## src/rtl/fpd_div.sv

```systemverilog
// Pipelined restoring divider, one quotient bit per stage
module fpd_div #(
  parameter int NW = 24,
  parameter int DW = 8,
  parameter int QW = 16,
  parameter int SW = 1
) (
  input  logic          clk,
  input  logic          rst,
  input  logic          en,
  input  logic          in_valid,
  input  logic [NW-1:0] num,
  input  logic [DW-1:0] den,
  input  logic [SW-1:0] side_in,
  output logic          out_valid,
  output logic [QW-1:0] quo,
  output logic [SW-1:0] side_out
);

  localparam int TW = (NW > DW + QW) ? NW : DW + QW;

  logic          v  [QW];
  logic [NW-1:0] r  [QW];
  logic [DW-1:0] d  [QW];
  logic [QW-1:0] q  [QW];
  logic [SW-1:0] sd [QW];

  for (genvar i = 0; i < QW; i++) begin : g_stage
    localparam int B = QW - 1 - i;
    logic          sv;
    logic [NW-1:0] sr;
    logic [DW-1:0] sdn;
    logic [QW-1:0] sq;
    logic [SW-1:0] ss;
    logic [TW-1:0] trial;
    logic          take;

    if (i == 0) begin : g_first
      assign sv  = in_valid;
      assign sr  = num;
      assign sdn = den;
      assign sq  = '0;
      assign ss  = side_in;
    end else begin : g_rest
      assign sv  = v[i-1];
      assign sr  = r[i-1];
      assign sdn = d[i-1];
      assign sq  = q[i-1];
      assign ss  = sd[i-1];
    end

    assign trial = TW'(sdn) << B;
    assign take  = TW'(sr) >= trial;

    always_ff @(posedge clk) begin
      if (rst) begin
        v[i] <= 1'b0;
      end else if (en) begin
        v[i] <= sv;
      end
    end

    always_ff @(posedge clk) begin
      if (en) begin
        r[i]  <= take ? NW'(TW'(sr) - trial) : sr;
        d[i]  <= sdn;
        q[i]  <= sq | (QW'(take) << B);
        sd[i] <= ss;
      end
    end
  end

  assign out_valid = v[QW-1];
  assign quo       = q[QW-1];
  assign side_out  = sd[QW-1];

endmodule

```

## config.mk

```make
export PLATFORM = sky130hd
export DESIGN_NAME = fpd_div
export DESIGN_NICKNAME = d
export VERILOG_FILES = /design/src/rtl/fpd_div.sv
export SDC_FILE = /design/constraint.sdc
export NUM_CORES = 1
export LEC_CHECK = 0
export BUFFER_PORTS_ARGS = -buffer_cell sky130_fd_sc_hd__buf_2
export CORE_UTILIZATION = 30
export CTS_CLUSTER_DIAMETER = 40
export CTS_CLUSTER_SIZE = 12
export DETAILED_ROUTE_END_ITERATION = 10
export HOLD_SLACK_MARGIN = 0.03
export MAX_ROUTING_LAYER = met4
export PLACE_DENSITY = 0.45
export SLEW_MARGIN = 5
export SYNTH_ARGS = -nofsm -noshare
export SYNTH_HDL_FRONTEND = slang
export SYNTH_SLANG_ARGS = --single-unit
```

## constraint.sdc

```tcl
create_clock -name clk -period 4.2 [get_ports clk]
set_input_delay 0.84 -clock clk [delete_from_list [all_inputs] [get_ports clk]]
set_output_delay 0.84 -clock clk [all_outputs]
set_load 0.005 [all_outputs]
```

# Yosys cells after proc, flatten, opt, wreduce, memory -nomap -nowiden

Memories as Yosys holds them, arrays and structs flattened.
Cells that the tools add are included.
W data, S select, Z words.

Flip-flop bits (word level): 0
Bits in writable memories: 800
Output and inout port bits: 18
Memories: 5

Memory list:

| memory | depth | bits a word | read ports | clocked after memory_dff | write ports | RTL line | text |
|---|---|---|---|---|---|---|---|
| r      | 16    | 24          | 15         | 0                        | 16          | 23       | `logic [NW-1:0] r [QW];` |
| q      | 16    | 16          | 16         | 0                        | 16          | 25       | `logic [QW-1:0] q [QW];` |
| d      | 16    | 8           | 15         | 0                        | 16          | 24       | `logic [DW-1:0] d [QW];` |
| sd     | 16    | 1           | 16         | 0                        | 16          | 26       | `logic [SW-1:0] sd [QW];` |
| v      | 16    | 1           | 16         | 0                        | 16          | 22       | `logic v [QW];` |

$add $sub $neg: 16
Order comparisons: 16
Multiplexer cells: 38
Bitwise gates (word level): 31

Operators with widths:

| operator         | number |
|---|---|
| $mux W24         | 16 |
| $ge A24 B10 Y1   | 1 |
| $ge A24 B11 Y1   | 1 |
| $ge A24 B12 Y1   | 1 |
| $ge A24 B13 Y1   | 1 |
| $ge A24 B14 Y1   | 1 |
| $ge A24 B15 Y1   | 1 |
| $ge A24 B16 Y1   | 1 |
| $ge A24 B17 Y1   | 1 |
| $ge A24 B18 Y1   | 1 |
| $ge A24 B19 Y1   | 1 |
| $ge A24 B20 Y1   | 1 |
| $ge A24 B21 Y1   | 1 |
| $ge A24 B22 Y1   | 1 |
| $ge A24 B23 Y1   | 1 |
| $ge A24 B8 Y1    | 1 |
| $ge A24 B9 Y1    | 1 |
| $sub A24 B10 Y24 | 1 |
| $sub A24 B11 Y24 | 1 |
| $sub A24 B12 Y24 | 1 |
| $sub A24 B13 Y24 | 1 |
| $sub A24 B14 Y24 | 1 |
| $sub A24 B15 Y24 | 1 |
| $sub A24 B16 Y24 | 1 |
| other kinds (26) | 62 |

# Depth between registers and ports, before layout

Depth after elaboration: 4
Depth in mapped cells: 12
Mapped depth without buffers: 11

# Worst setup path after synthesis

OpenSTA, ideal clock, no wires.

Path kind: register to register
From: mem r[12][2]
To: mem r[13][9], data pin
Arrival: 2.675 ns
Path slack: 1.265 ns
Stages on the path, launching flop included: 12
Path buffers: 1
Cells stage by stage: edfxtp_1 inv_1 ha_1 inv_1 fa_1 a211oi_1 o21ai_0 a31oi_1 and3_1 clkbuf_1 clkinv_1 mux2_2

RTL lines:

| item        | RTL line |
|---|---|
| from (decl) | 23 |

==> insert_results.sql <==
INSERT INTO impl_metrics (metric_group, metric, value, unit) VALUES
('detailed_routing', 'antenna_violating_nets_post_route', '0', ''),
('floorplanning', 'dieArea', '99800', 'sq um'),
('clock_network', 'worst_skew_pair.late_latency', '0.68', 'ns'),
('detailed_routing', 'detail_route.first_pass.iterations', '4', ''),
('logic_synthesis', 'synth-compound-area-share', '0.0776', ''),
('logic_synthesis', 'number_of_distinct_library_cell_variants_in_the_gate_level_netlist_after_synthesis', '80', ''),
('power', 'switching_share', '0.276', ''),
('detailed_routing', 'postRouteWirelength', '62.4', 'mm'),
('cells_and_area', 'antenna_cells_inserted', '0', ''),
('cells_and_area', 'utilization', '0.363', ''),
('power', 'share_seq_of_total_power', '0.417', ''),
('detailed_routing', 'drt-initial-drc-count', '1187', ''),
('critical_path', 'critPathLaunchType', 'flop', ''),
('run_status', 'outcome', 'complete, no violations', ''),
('critical_path', 'timing.critical_path.max_delay_family', 'simple AND/OR/NAND/NOR gates', ''),
('floorplanning', 'start_util', '0.304', ''),
('power', 'power.static_leakage', '12.8', 'nW'),
('min_path', 'min_path_type', 'input port to flop', ''),
('floorplanning', 'placement_rows', '114', ''),
('global_routing', 'grt_overflow_total', '0', ''),
('floorplanning', 'io-pin-count', '55', ''),
('floorplanning', 'chipWidth', '316', 'um'),
('critical_path', 'endpoint_arrival_time_on_the_critical_path', '3.80', 'ns'),
('clock_network', 'post-cts-setup-buffer-count', '0', ''),
('logic_synthesis', 'main_combinational_cell_family_by_area_after_synthesis', 'simple AND/OR/NAND/NOR gates', ''),
('logic_synthesis', 'syn_inst', '2141', ''),
('power', 'power.combinational.fraction', '0.174', ''),
('global_routing', 'groute.usage.overall', '0.131', ''),
('power', 'vdd_ir_drop_max', '0.000344', 'V'),
('global_routing', 'grt_pass1_wl', '98.6', 'mm'),
('power', 'totalPowerFinal', '0.0218', 'W'),
('floorplanning', 'die_h', '316', 'um'),
('logic_synthesis', 'postSynthRegisterBits', '648', ''),
('detailed_routing', 'detailroute.via_count', '17317', ''),
('cells_and_area', 'final-instance-count-excl-fill', '3674', ''),
('logic_synthesis', 'netlist.top_cell.by_area', 'sky130_fd_sc_hd__edfxtp_1', ''),
('logic_synthesis', 'mappedNetlistNets', '2321', ''),
('cells_and_area', 'ff_latch_area', '19500', 'sq um'),
('global_routing', 'antenna_found_initial', '0', ''),
('placement', 'place.gp.congestion', '0.859', ''),
('cells_and_area', 'area_of_the_multi_input_gates', '9380', 'sq um'),
('timing', 'finalSetupTns', '0', 'ns'),
('logic_synthesis', 'synth-adder-area-share', '0.0644', ''),
('logic_synthesis', 'synth_top_area_frac', '0.659', ''),
('clock_network', 'path_clk_slew', '0.05', 'ns'),
('global_routing', 'grt_pass1_vias', '17805', ''),
('placement', 'dp_hpwl', '44.5', 'mm'),
('logic_synthesis', 'synth_xor_area_frac', '0.0495', ''),
('critical_path', 'slowest_stage', 'sky130_fd_sc_hd__nor4_1', ''),
('job', 'drv.max_cap_violation_count', '0', ''),
('logic_synthesis', 'asyncSetResetFlopFracSynth', '0', ''),
('floorplanning', 'design.core.area', '97100', 'sq um'),
('power', 'p_clk_frac', '0.409', ''),
('logic_synthesis', 'post_synth_mux_area_share', '0.0150', ''),
('critical_path', 'cp_slowest_stage_delay', '0.81', 'ns'),
('timing', 'final.setup_skew', '0.0502', 'ns'),
('global_routing', 'grt_max_degree', '110', ''),
('timing', 'layout_worst_path_cycle_share', '0.818', ''),
('logic_synthesis', 'synth_enable_flop_cells', '648', ''),
('logic_synthesis', 'synth-main-ff-cell', 'sky130_fd_sc_hd__edfxtp_1', ''),
('logic_synthesis', 'warning_count_from_the_yosys_run', '0', ''),
('timing', 'finalMaxSlewViolations', '0', ''),
('clock_network', 'cts.root.buffer_cell', 'sky130_fd_sc_hd__clkbuf_16', ''),
('power', 'switching_power', '0.00600', 'W'),
('critical_path', 'crit_chain', 'ha_1, or4b_2, nor4_1, or4_4, nor3_4, o41ai_1, o31ai_1', ''),
('power', 'pwr_density_cell', '618', 'nW/um^2'),
('clock_network', 'cts_tree', 'built', ''),
('critical_path', 'worst_ep_required_time', '4.56', 'ns'),
('critical_path', 'timing_worst_setup_path_type', 'flop to flop', ''),
('timing', 'maxClockFrequency', '0.291', 'GHz'),
('clock_network', 'numCtsBuffers', '110', '');
-- stage by stage --
step | hold WS [ns] | setup WS (ns) | instance area [sq um]
2_1_floorplan | 0.400 | 1.26 | 29500
3_3_place_gp | 0.402 | 0.963 | 31500
5_1_grt | 0.288 | 0.668 | 35300
4_1_cts | 0.279 | 0.854 | 35300
6_report | 0.342 | 0.763 | 35300
3_5_place_dp | 0.405 | 0.898 | 31500
-- final timing paths --
| kind | start | end | slack, ns | cells after the start |
|---|---|---|---|---|
| setup / recovery | r[9][6]$_DFFE_PP_ | r[10][15]$_DFFE_PP_ | 0.76 | 7 |
| hold / removal | side_in | sd[0][0]$_DFFE_PP_ | 0.34 | 1 |
| setup reg to reg | r[9][6]$_DFFE_PP_ | r[10][15]$_DFFE_PP_ | 0.76 | 7 |
| hold reg to reg | q[1][76]$_DFFE_PP_ | q[1][92]$_DFFE_PP_ | 0.41 | 0 |
-- area by class of cell --
class,count,area share
multi-input combinational,1307,0.266
sequential,648,0.552
timing repair buffer,74,0.0140
inverter,164,0.0175
tap,1276,0.0453
clock inverter,81,0.0250
clock buffer,124,0.0807
-- power groups by stage --
stage,Clock [W],Combinational [W],Sequential (W)
floorplan,0,0.00283,0.00892
global placement,0,0.00373,0.00921
detailed placement,0,0.00378,0.00921
CTS,0.00918,0.00382,0.00910
global route,0.00946,0.00425,0.00920
finish,0.00891,0.00379,0.00909
-- routing by layer --
layer  part of all wire  track usage  vias up  wire [um]
li1                   -            -     8445          -
met1               0.45        0.160     8403      28200
met2               0.48        0.211      343      29700
met5                  0            -        -          0
met4              0.026       0.0501        0       1640
met3              0.046       0.0283      126       2850
-- layout by cell type, fill, tap and decap left out, types with 37 or more instances in the layout --
cell                        count
sky130_fd_sc_hd__a21oi_1      101
sky130_fd_sc_hd__buf_2         53
sky130_fd_sc_hd__clkbuf_16    112
sky130_fd_sc_hd__edfxtp_1     648
sky130_fd_sc_hd__ha_1         128
sky130_fd_sc_hd__inv_1        161
sky130_fd_sc_hd__nand2_1      106
sky130_fd_sc_hd__nand2b_1      37
sky130_fd_sc_hd__nor2_1       138
sky130_fd_sc_hd__nor3_1        65
sky130_fd_sc_hd__nor4_1        42
sky130_fd_sc_hd__o21ai_0       88
sky130_fd_sc_hd__xnor2_1       84
sky130_fd_sc_hd__xor2_1        83
-- Yosys cell counts, types with 5 or more instances --
library cell / number
sky130_fd_sc_hd__clkbuf_1: 17
sky130_fd_sc_hd__o41ai_1: 6
sky130_fd_sc_hd__nand3_1: 27
sky130_fd_sc_hd__xnor2_1: 84
sky130_fd_sc_hd__nor4bb_1: 5
sky130_fd_sc_hd__nand2b_1: 37
sky130_fd_sc_hd__nand2_1: 106
sky130_fd_sc_hd__inv_1: 161
sky130_fd_sc_hd__edfxtp_1: 648
sky130_fd_sc_hd__nor3b_1: 8
sky130_fd_sc_hd__o21a_1: 35
sky130_fd_sc_hd__o31a_1: 13
sky130_fd_sc_hd__a211oi_1: 20
sky130_fd_sc_hd__nor2b_1: 27
sky130_fd_sc_hd__nor4b_1: 7
sky130_fd_sc_hd__or4b_2: 6
sky130_fd_sc_hd__nor3_1: 65
sky130_fd_sc_hd__fa_1: 15
sky130_fd_sc_hd__mux2i_1: 5
sky130_fd_sc_hd__a21o_1: 26
sky130_fd_sc_hd__o31ai_1: 18
sky130_fd_sc_hd__mux2_2: 35
sky130_fd_sc_hd__or3_1: 23
sky130_fd_sc_hd__o211ai_1: 12
sky130_fd_sc_hd__or2_2: 5
sky130_fd_sc_hd__and2_1: 21
sky130_fd_sc_hd__nor2_1: 138
sky130_fd_sc_hd__nand4_1: 12
sky130_fd_sc_hd__xor2_1: 83
sky130_fd_sc_hd__nand3b_1: 10
sky130_fd_sc_hd__nor4_1: 42
sky130_fd_sc_hd__a21oi_1: 101
sky130_fd_sc_hd__nand4b_1: 11
sky130_fd_sc_hd__or4_1: 22
sky130_fd_sc_hd__o21ai_0: 88
sky130_fd_sc_hd__ha_1: 128
-- sequential cells by signal (all words and copies together), names as in the netlist --
signal	cells
d	120
q	136
v	16
sd	16
r	360
-- cells by family (layout without fill, tap and decap cells) --
logic type      count (synthesis)  count (layout)
flops                         648             648
simple gates                  598             598
compound gates                359             359
buf+inv                       186             443
xor+xnor                      167             167
fa+ha+maj                     143             143
mux                            40              40
(Power assumes the default switching activity.)
