===== src/rtl/fpd_pkg.sv =====
// Types, constants and tables for the fuzzy PD controller
package fpd_pkg;

  localparam int FRAC_BITS = 8;
  localparam int ERR_N     = 7;
  localparam int RATE_N    = 5;
  localparam int IN_W      = 20;
  localparam int NUM_W     = 24;
  localparam int DEN_W     = 8;
  localparam int DEG_W     = 16;
  localparam int WGT_W     = 17;
  localparam int CTR_W     = 13;
  localparam int RULE_W    = 3;
  localparam int ACC_W     = 30;
  localparam int SUM_W     = 18;
  localparam int Q16_SHIFT = 17;

  localparam logic [WGT_W-1:0] ONE_Q16 = 17'd65536;

  typedef logic signed [10:0] half_t;

  localparam half_t ERR_HALF [2][ERR_N] = '{
    '{-11'sd50, -11'sd25, -11'sd12, 11'sd0, 11'sd12, 11'sd25, 11'sd50},
    '{-11'sd500, -11'sd300, -11'sd100, 11'sd0, 11'sd100, 11'sd300, 11'sd500}
  };

  localparam half_t RATE_HALF [2][RATE_N] = '{
    '{-11'sd16, -11'sd8, 11'sd0, 11'sd8, 11'sd16},
    '{-11'sd100, -11'sd60, 11'sd0, 11'sd60, 11'sd100}
  };

  localparam logic [CTR_W-1:0] CENTRE [2][7] = '{
    '{13'd0, 13'd307, 13'd614, 13'd1229, 13'd1536, 13'd1920, 13'd2304},
    '{13'd0, 13'd1024, 13'd2048, 13'd3072, 13'd4352, 13'd5632, 13'd7680}
  };

  localparam logic [RULE_W-1:0] RULE [2][ERR_N][RATE_N] = '{
    '{
      '{3'd1, 3'd1, 3'd1, 3'd0, 3'd0},
      '{3'd4, 3'd2, 3'd1, 3'd0, 3'd0},
      '{3'd6, 3'd5, 3'd1, 3'd1, 3'd0},
      '{3'd4, 3'd3, 3'd0, 3'd3, 3'd4},
      '{3'd0, 3'd1, 3'd1, 3'd5, 3'd6},
      '{3'd0, 3'd0, 3'd1, 3'd2, 3'd4},
      '{3'd0, 3'd0, 3'd1, 3'd1, 3'd1}
    },
    '{
      '{3'd0, 3'd0, 3'd0, 3'd0, 3'd0},
      '{3'd0, 3'd0, 3'd0, 3'd0, 3'd0},
      '{3'd0, 3'd0, 3'd0, 3'd0, 3'd0},
      '{3'd1, 3'd2, 3'd6, 3'd5, 3'd3},
      '{3'd1, 3'd2, 3'd5, 3'd4, 3'd2},
      '{3'd1, 3'd2, 3'd4, 3'd2, 3'd1},
      '{3'd1, 3'd3, 3'd2, 3'd1, 3'd0}
    }
  };

  typedef struct packed {
    logic [NUM_W-1:0] num;
    logic [DEN_W-1:0] den;
    logic [2:0]       upper;
    logic             clamp_lo;
  } axis_t;

  typedef struct packed {
    logic       sel;
    logic [2:0] upper;
    logic       clamp_lo;
  } err_side_t;

  typedef struct packed {
    logic [2:0] upper;
    logic       clamp_lo;
  } rate_side_t;

  function automatic logic [WGT_W-1:0] wmin(input logic [WGT_W-1:0] a,
                                            input logic [WGT_W-1:0] b);
    return (a <= b) ? a : b;
  endfunction

endpackage


===== src/rtl/fpd_rules.sv =====
// Rule lookup, weight pruning and weighted sums
module fpd_rules (
  input  logic                          clk,
  input  logic                          rst,
  input  logic                          en,
  input  logic                          in_valid,
  input  logic [fpd_pkg::DEG_W-1:0]     e_quo,
  input  fpd_pkg::err_side_t            e_side,
  input  logic [fpd_pkg::DEG_W-1:0]     r_quo,
  input  fpd_pkg::rate_side_t           r_side,
  output logic                          valid,
  output logic [fpd_pkg::ACC_W-1:0]     num,
  output logic [fpd_pkg::SUM_W-1:0]     den
);

  localparam int WW = fpd_pkg::WGT_W;

  logic          v1, v2, v3;
  logic [WW-1:0] w1 [4];
  logic [2:0]    o1 [4];
  logic          s1;
  logic [WW-1:0] w2 [4];
  logic [2:0]    o2 [4];
  logic          s2;
  logic [fpd_pkg::ACC_W-1:0] p3 [4];
  logic [WW-1:0] w3 [4];

  logic [WW-1:0] w1_next [4];
  logic [2:0]    o1_next [4];
  logic [WW-1:0] w2_next [4];

  always_comb begin
    logic [WW-1:0] p0, p1, d0, d1;
    logic [2:0] pu, du;
    p0 = e_side.clamp_lo ? fpd_pkg::ONE_Q16 : {1'b0, e_quo};
    d0 = r_side.clamp_lo ? fpd_pkg::ONE_Q16 : {1'b0, r_quo};
    p1 = fpd_pkg::ONE_Q16 - p0;
    d1 = fpd_pkg::ONE_Q16 - d0;
    pu = e_side.upper;
    du = r_side.upper;
    o1_next[0] = fpd_pkg::RULE[e_side.sel][pu - 3'd1][du - 3'd1];
    o1_next[1] = fpd_pkg::RULE[e_side.sel][pu][du - 3'd1];
    o1_next[2] = fpd_pkg::RULE[e_side.sel][pu - 3'd1][du];
    o1_next[3] = fpd_pkg::RULE[e_side.sel][pu][du];
    w1_next[0] = fpd_pkg::wmin(p0, d0);
    w1_next[1] = fpd_pkg::wmin(p1, d0);
    w1_next[2] = fpd_pkg::wmin(p0, d1);
    w1_next[3] = fpd_pkg::wmin(p1, d1);
  end

  // pairs in order, each seeing earlier zeroings
  always_comb begin
    w2_next = w1;
    for (int i = 0; i < 3; i++) begin
      for (int j = i + 1; j < 4; j++) begin
        if (o1[i] == o1[j]) begin
          if (w2_next[i] > w2_next[j]) begin
            w2_next[j] = '0;
          end else begin
            w2_next[i] = '0;
          end
        end
      end
    end
  end

  always_ff @(posedge clk) begin
    if (rst) begin
      v1    <= 1'b0;
      v2    <= 1'b0;
      v3    <= 1'b0;
      valid <= 1'b0;
    end else if (en) begin
      v1    <= in_valid;
      v2    <= v1;
      v3    <= v2;
      valid <= v3;
    end
  end

  always_ff @(posedge clk) begin
    if (en) begin
      w1 <= w1_next;
      o1 <= o1_next;
      s1 <= e_side.sel;
      w2 <= w2_next;
      o2 <= o1;
      s2 <= s1;
      for (int i = 0; i < 4; i++) begin
        p3[i] <= fpd_pkg::ACC_W'(w2[i]) *
                 fpd_pkg::ACC_W'(fpd_pkg::CENTRE[s2][o2[i]]);
        w3[i] <= w2[i];
      end
      num <= p3[0] + p3[1] + p3[2] + p3[3];
      den <= fpd_pkg::SUM_W'(w3[0]) + fpd_pkg::SUM_W'(w3[1]) +
             fpd_pkg::SUM_W'(w3[2]) + fpd_pkg::SUM_W'(w3[3]);
    end
  end

endmodule


===== config.mk =====
export PLATFORM = sky130hd
export DESIGN_NAME = fpd_rules
export DESIGN_NICKNAME = d
export VERILOG_FILES = /design/src/rtl/fpd_pkg.sv /design/src/rtl/fpd_rules.sv
export SDC_FILE = /design/constraint.sdc
export NUM_CORES = 2
export LEC_CHECK = 0
export BUFFER_PORTS_ARGS = -buffer_cell sky130_fd_sc_hd__buf_2
export CELL_PAD_IN_SITES_DETAIL_PLACEMENT = 1
export CELL_PAD_IN_SITES_GLOBAL_PLACEMENT = 1
export CORE_MARGIN = 2
export CORE_UTILIZATION = 25
export DETAILED_ROUTE_END_ITERATION = 16
export GPL_TIMING_DRIVEN = 0
export PLACE_DENSITY_LB_ADDON = 0.1
export SLEW_MARGIN = 20
export SYNTH_ARGS = -nofsm -noshare
export SYNTH_HDL_FRONTEND = slang
export SYNTH_SLANG_ARGS = --single-unit

===== constraint.sdc =====
create_clock -name clk -period 8.4 [get_ports clk]
set_clock_uncertainty 0.1 [all_clocks]
set_input_delay 0.42 -clock clk [delete_from_list [all_inputs] [get_ports clk]]
set_output_delay 0.42 -clock clk [all_outputs]
set_load 0.005 [all_outputs]

# [Word-level counts from Yosys, hierarchy flattened]
# Memory sizes are Yosys's and may differ from the RTL's.
# Index checks and enable logic that the tools add are counted.
[classes] n_mux=65 addsub=10 n_bitwise=10 mul=4 n_eq_ne=6 magnitude_cmp=20
[op_table] op="17-bit 2-to-1 mux" count=24
[op_table] op="105-bit 2-to-1 mux" count=2
[op_table] op="91-bit 2-to-1 mux" count=2
[op_table] op="13-bit binary-select mux with 3-bit select" count=4
[op_table] op="17-bit by 13-bit multiplier with 30-bit output" count=4
[op_table] op="13-bit 2-to-1 mux" count=8
[op_table] op="103-bit 2-to-1 mux" count=1
[op_table] op="17-bit > comparator" count=6
[op_table] op="34-bit 2-to-1 mux" count=3
[op_table] op="30-bit adder" count=3
[op_table] op="15-bit binary-select mux with 3-bit select" count=2
[op_table] op="76-bit 2-to-1 mux" count=1
[op_table] op="17-bit less-or-equal comparator" count=4
[op_table] op="15-bit 2-to-1 mux" count=4
[op_table] op="18-bit by 17-bit adder with 18-bit output" count=2
[op_table] op="3-bit binary-select mux with 3-bit select" count=4
[op_table] op="17-bit subtractor (first input constant)" count=2
[op_table] op="4-bit >= comparator (second input constant)" count=8
[op_table] op="3-bit NOT with 4-bit output" count=8
[op_table] op="3-bit 2-to-1 mux" count=8
[op_table] op="17-bit by 17-bit adder with 18-bit output" count=1
[op_table] op="3-bit == test" count=6
[op_table] op="3-bit by 1-bit subtractor with 3-bit output (second input constant)" count=2
[op_table] op="2-bit >= comparator (second input constant)" count=2
[op_table] op="other kinds (2)" count=4
[word_totals] out_inout_bits=49 input_bits=45 reg_bits=214 n_memories=2 word_cells=141 ram_bits=188
[mem_list] memory="p3" words=4 width=30 rd=4 rd_ports_with_merged_regs=0 write_ports=4 line_no="fpd_rules.sv:25" source="logic [fpd_pkg::ACC_W-1:0] p3 [4];"
[mem_list] memory="w3" words=4 width=17 rd=4 rd_ports_with_merged_regs=0 write_ports=4 line_no="fpd_rules.sv:26" source="logic [WW-1:0] w3 [4];"

# [Depth between registers and ports, before layout]
[depth] word_depth=15 ltp_mapped=50 ltp_nobuf=44

# [Worst setup path before layout]
# OpenSTA, ideal clock, no wires.
[synth_path] kind="register to register" from="reg w1[37] (netlist bit)" to="reg w2[10] (netlist bit) (data pin)" path_buffers=6 arrival_time_ns=8.912 stages_incl_launch_ff=48 slack_ns=-0.867 path_cell_list="edfxtp_1 > inv_1 > ha_1 > a21o_1 > a221o_1 > a221o_1 > o31ai_2 > nand4_1 > clkbuf_1 > and2_1 > ha_1 > a21o_1 > a21o_1 > a211oi_1 > o21ai_0 > a21oi_1 > o21ai_1 > clkbuf_1 > [... 12 more ...] > a21o_1 > a21oi_1 > o21ai_0 > nor4_1 > nor3_1 > a21oi_1 > clkbuf_1 > nand2_1 > ha_1 > nand4_1 > nor2_1 > o31ai_1 > o2111ai_1 > nand3_1 > or4_1 > clkbuf_1 > clkbuf_1 > and3_1"
[synth_lines] item="start: declaration" line_no="fpd_rules.sv:19" source="logic [WW-1:0] w1 [4];"
[synth_lines] item="start signal: assignment" line_no="fpd_rules.sv:83" source="w1 <= w1_next;"
[synth_lines] item="end signal: assignment" line_no="fpd_rules.sv:86" source="w2 <= w2_next;"
[synth_lines] item="end: declaration" line_no="fpd_rules.sv:22" source="logic [WW-1:0] w2 [4];"

==> impl_metrics.json <==
{
  "status": "finished, violations left",
  "failed_checks": "negative setup slack",
  "dpl.hpwl_um": 154000,
  "critPathArrivalTime_ps": 10050,
  "nets": 6680,
  "drc": 0,
  "dp_cells": 8021,
  "netlist-cell-type-count": 82,
  "cp-start-kind": "flop",
  "synthArstFlopShare_pct": 0,
  "wl_um": 184000,
  "wl_per_cell_um": 22.4,
  "fin_ws_ps": -1280,
  "die-area_mm2": 0.212,
  "vias": 36800,
  "ys_ff_latch": 402,
  "end_kind": "flop",
  "yosys.area.top_type_share_pct": 28.9,
  "cts_buffers": 52,
  "wl_met2_um": 87400,
  "maxUsedRoutingLayer": "met4",
  "die_y_um": 460,
  "cts_sinks": 402,
  "synth_top_cell_by_area": "fa_1",
  "drive_above_1_share_pct": 8.11,
  "cp_common_cell": "a21o_1",
  "core_area_mm2": 0.207,
  "clock-root-buffer": "clkbuf_16",
  "crit_required_ps": 8770,
  "tns_ps": -40630,
  "clk_latency_ps": 730,
  "cpMaxStageDelayCell": "or4_4",
  "cellPowerDensity_mw_per_mm2": 331,
  "avgViaCountPerCell": 4.49,
  "gr-total-overflow": 0,
  "die_w_um": 460,
  "r2r_slack_ps": -1280,
  "worstHoldPathType": "primary input to flop",
  "synth_ff_type": "edfxtp_1",
  "grt_pass1_wl_um": 277000,
  "postLayoutCoreUtil_pct": 28.8,
  "avgSynthCellArea_um2": 10.1,
  "grt_max_degree": 96,
  "io_pins": 94,
  "gp_congestion": 0.810,
  "drv_cap": 0,
  "synthCells": 5135,
  "timing.fmax_ghz": 0.103,
  "power_uw": 19800,
  "netlist_area_mm2": 0.0521,
  "rows": 167,
  "dr_wl_met3_um": 3560,
  "grt_pass1_vias": 41700,
  "met1Wirelength_um": 87700,
  "syn-num-nets": 6471,
  "path_class": "flop to flop",
  "relSlewSlack_pct": 29.7,
  "grt_antenna_before_repair": 6,
  "final.min_clock_period_ps": 9680,
  "clk_pin_slew_ps": 80,
  "cts_tree": "yes",
  "synth_top_cells_by_area": "fa_1 (29%), edfxtp_1 (23%), ha_1 (13%)",
  "drt_iter0_drc": 1710,
  "clockBufferDepth": 3,
  "crit_fanout": 8,
  "synth_seq_area_share_pct": 23.1,
  "synth-warning-count": 0,
  "synth-edff-count": 398,
  "setup_viol_count_final": 34,
  "worst_pin_slew_ps": 1050,
  "slew_violations": 0,
  "hold_start": "en",
  "rsz0062_at_grt": "true",
  "cp_slowest_stage_delay_ps": 500,
  "fin_cells": 8183,
  "vdd_drop_max_mv": 0.296,
  "hold_viol_final": 0,
  "cts_max_level": 2,
  "dpl_cell_area_mm2": 0.0564,
  "cp-startpoint": "w1[35]",
  "port_buffers": 89,
  "postRouteAntennaNets": 0,
  "cellLeakagePower_uw": 0.0272,
  "grtUsageTotal_pct": 17.6,
  "firstDrtPassIters": 5,
  "finalCritPeriodShare_pct": 115,
  "timing.rr.start": "w1[35]",
  "initial_core_util_pct": 25.1,
  "syn_to_final_growth_pct": 14.6,
  "design_area_mm2": 0.0597
}
-- cells by family after synthesis --
logic type / Yosys count / share of synthesized area (%)
and+or+nand+nor: 1489 / 14.5
adders and majority gates: 1291 / 41.9
buffers and inverters: 983 / 7.10
AOI/OAI and AO/OA: 716 / 8.97
DFF: 402 / 23.1
xor gates and xnor gates: 191 / 3.21
muxes: 63 / 1.24
-- synthesized netlist by cell type, types with 7 or more instances --
cell type	count
a221o_1	7
a32oi_1	7
a311oi_1	7
nand2b_1	76
xor2_1	70
nand4_1	46
mux2i_1	60
o21a_1	25
o22ai_1	15
nor3b_1	13
or2_2	7
edfxtp_1	398
and2_1	296
nand3_1	48
nor4_1	11
o211ai_1	14
nor2b_1	48
o21bai_1	22
xnor2_1	121
ha_1	539
nand2_1	572
nor3_1	41
inv_1	798
a211oi_1	22
o31ai_1	12
and3_1	187
a211o_1	7
buf_1	10
o21ai_1	12
nor2_1	122
o21ai_0	147
clkbuf_1	168
fa_1	752
a31oi_1	17
and4_1	8
a21o_1	147
a21oi_1	183
-- power breakdown --
group | switching (uW) | total [uW] | internal, uW
Combinational | 7980 | 13200 | 5230
Sequential | 742 | 4100 | 3360
Clock | 1050 | 2440 | 1400
-- state kept, by name, indices dropped and copies added (netlist names) --
register / cells
p3: 120
w1: 68
w2: 68
w3: 68
num: 30
den: 18
o1: 12
o2: 12
s1: 1
s2: 1
v1: 1
v2: 1
v3: 1
valid: 1
-- routing by layer --
layer,GRT usage [%],vias to the layer above
met2,29.9,350
met3,1.52,134
met5,0,-
li1,-,17400
met4,4.45,0
met1,24.0,18900
-- cell usage in the layout (no fill, tap or decap), drive strengths merged, types with 17 or more instances in the layout --
| cell type | instances |
|---|---|
| xor2 | 70 |
| and2 | 296 |
| nand3 | 48 |
| o21ai | 159 |
| clkbuf | 215 |
| a211oi | 24 |
| a21oi | 185 |
| a31oi | 17 |
| mux2i | 60 |
| ha | 539 |
| nand2 | 572 |
| edfxtp | 398 |
| nand4 | 46 |
| and3 | 187 |
| nand2b | 76 |
| nor2 | 122 |
| buf | 176 |
| fa | 752 |
| xnor2 | 121 |
| o21a | 25 |
| nor3 | 41 |
| o21bai | 22 |
| inv | 801 |
| a21o | 147 |
| clkinv | 26 |
| nor2b | 49 |
-- timing repair --
item | 4_1_cts | 5_1_grt
setup endpoints to repair | 128 | 72
hold buffers | 3 | 0
pin swaps | 50 | 52
buffers inserted | 37 | 15
endpoints found under the hold margin | 5 | 0
gates resized for setup | 119 | 77
gates cloned | 5 | 0
-- layout make-up --
class	instances	area (um^2)
repair buffers	157	1140
multi-input cells	3750	37300
diodes	8	20.0
clock buffers	56	1320
flip-flops and latches	402	12000
well taps	2788	3490
plain buffers	181	847
fillers	23400	147000
clock inverters	41	508
inverters	800	3010
-- worst paths after layout --
path	cells after the start	to
hold / removal	1	p3[0][8]
setup reg to reg	49	w2[16]
hold reg to reg	0	s2
setup / recovery	49	w2[16]
-- metrics by stage --
stage / hold slack, ps / setup WS [ps]
after global routing: 55.9 / -1650
after global placement: 309 / -3230
final: 66.1 / -1280
after floorplan: 300 / -162
after detailed placement: 310 / -3090
after CTS: 11.8 / -1380
-- critical path, delay by kind of cell, from the launching register on --
family | cells | cell delay, ps
compound gates | 19 | 3700
flops | 1 | 420
simple gates | 16 | 2680
fa+ha+maj | 5 | 1210
buf+inv | 9 | 1280
Power figures use the tool's default switching activity.
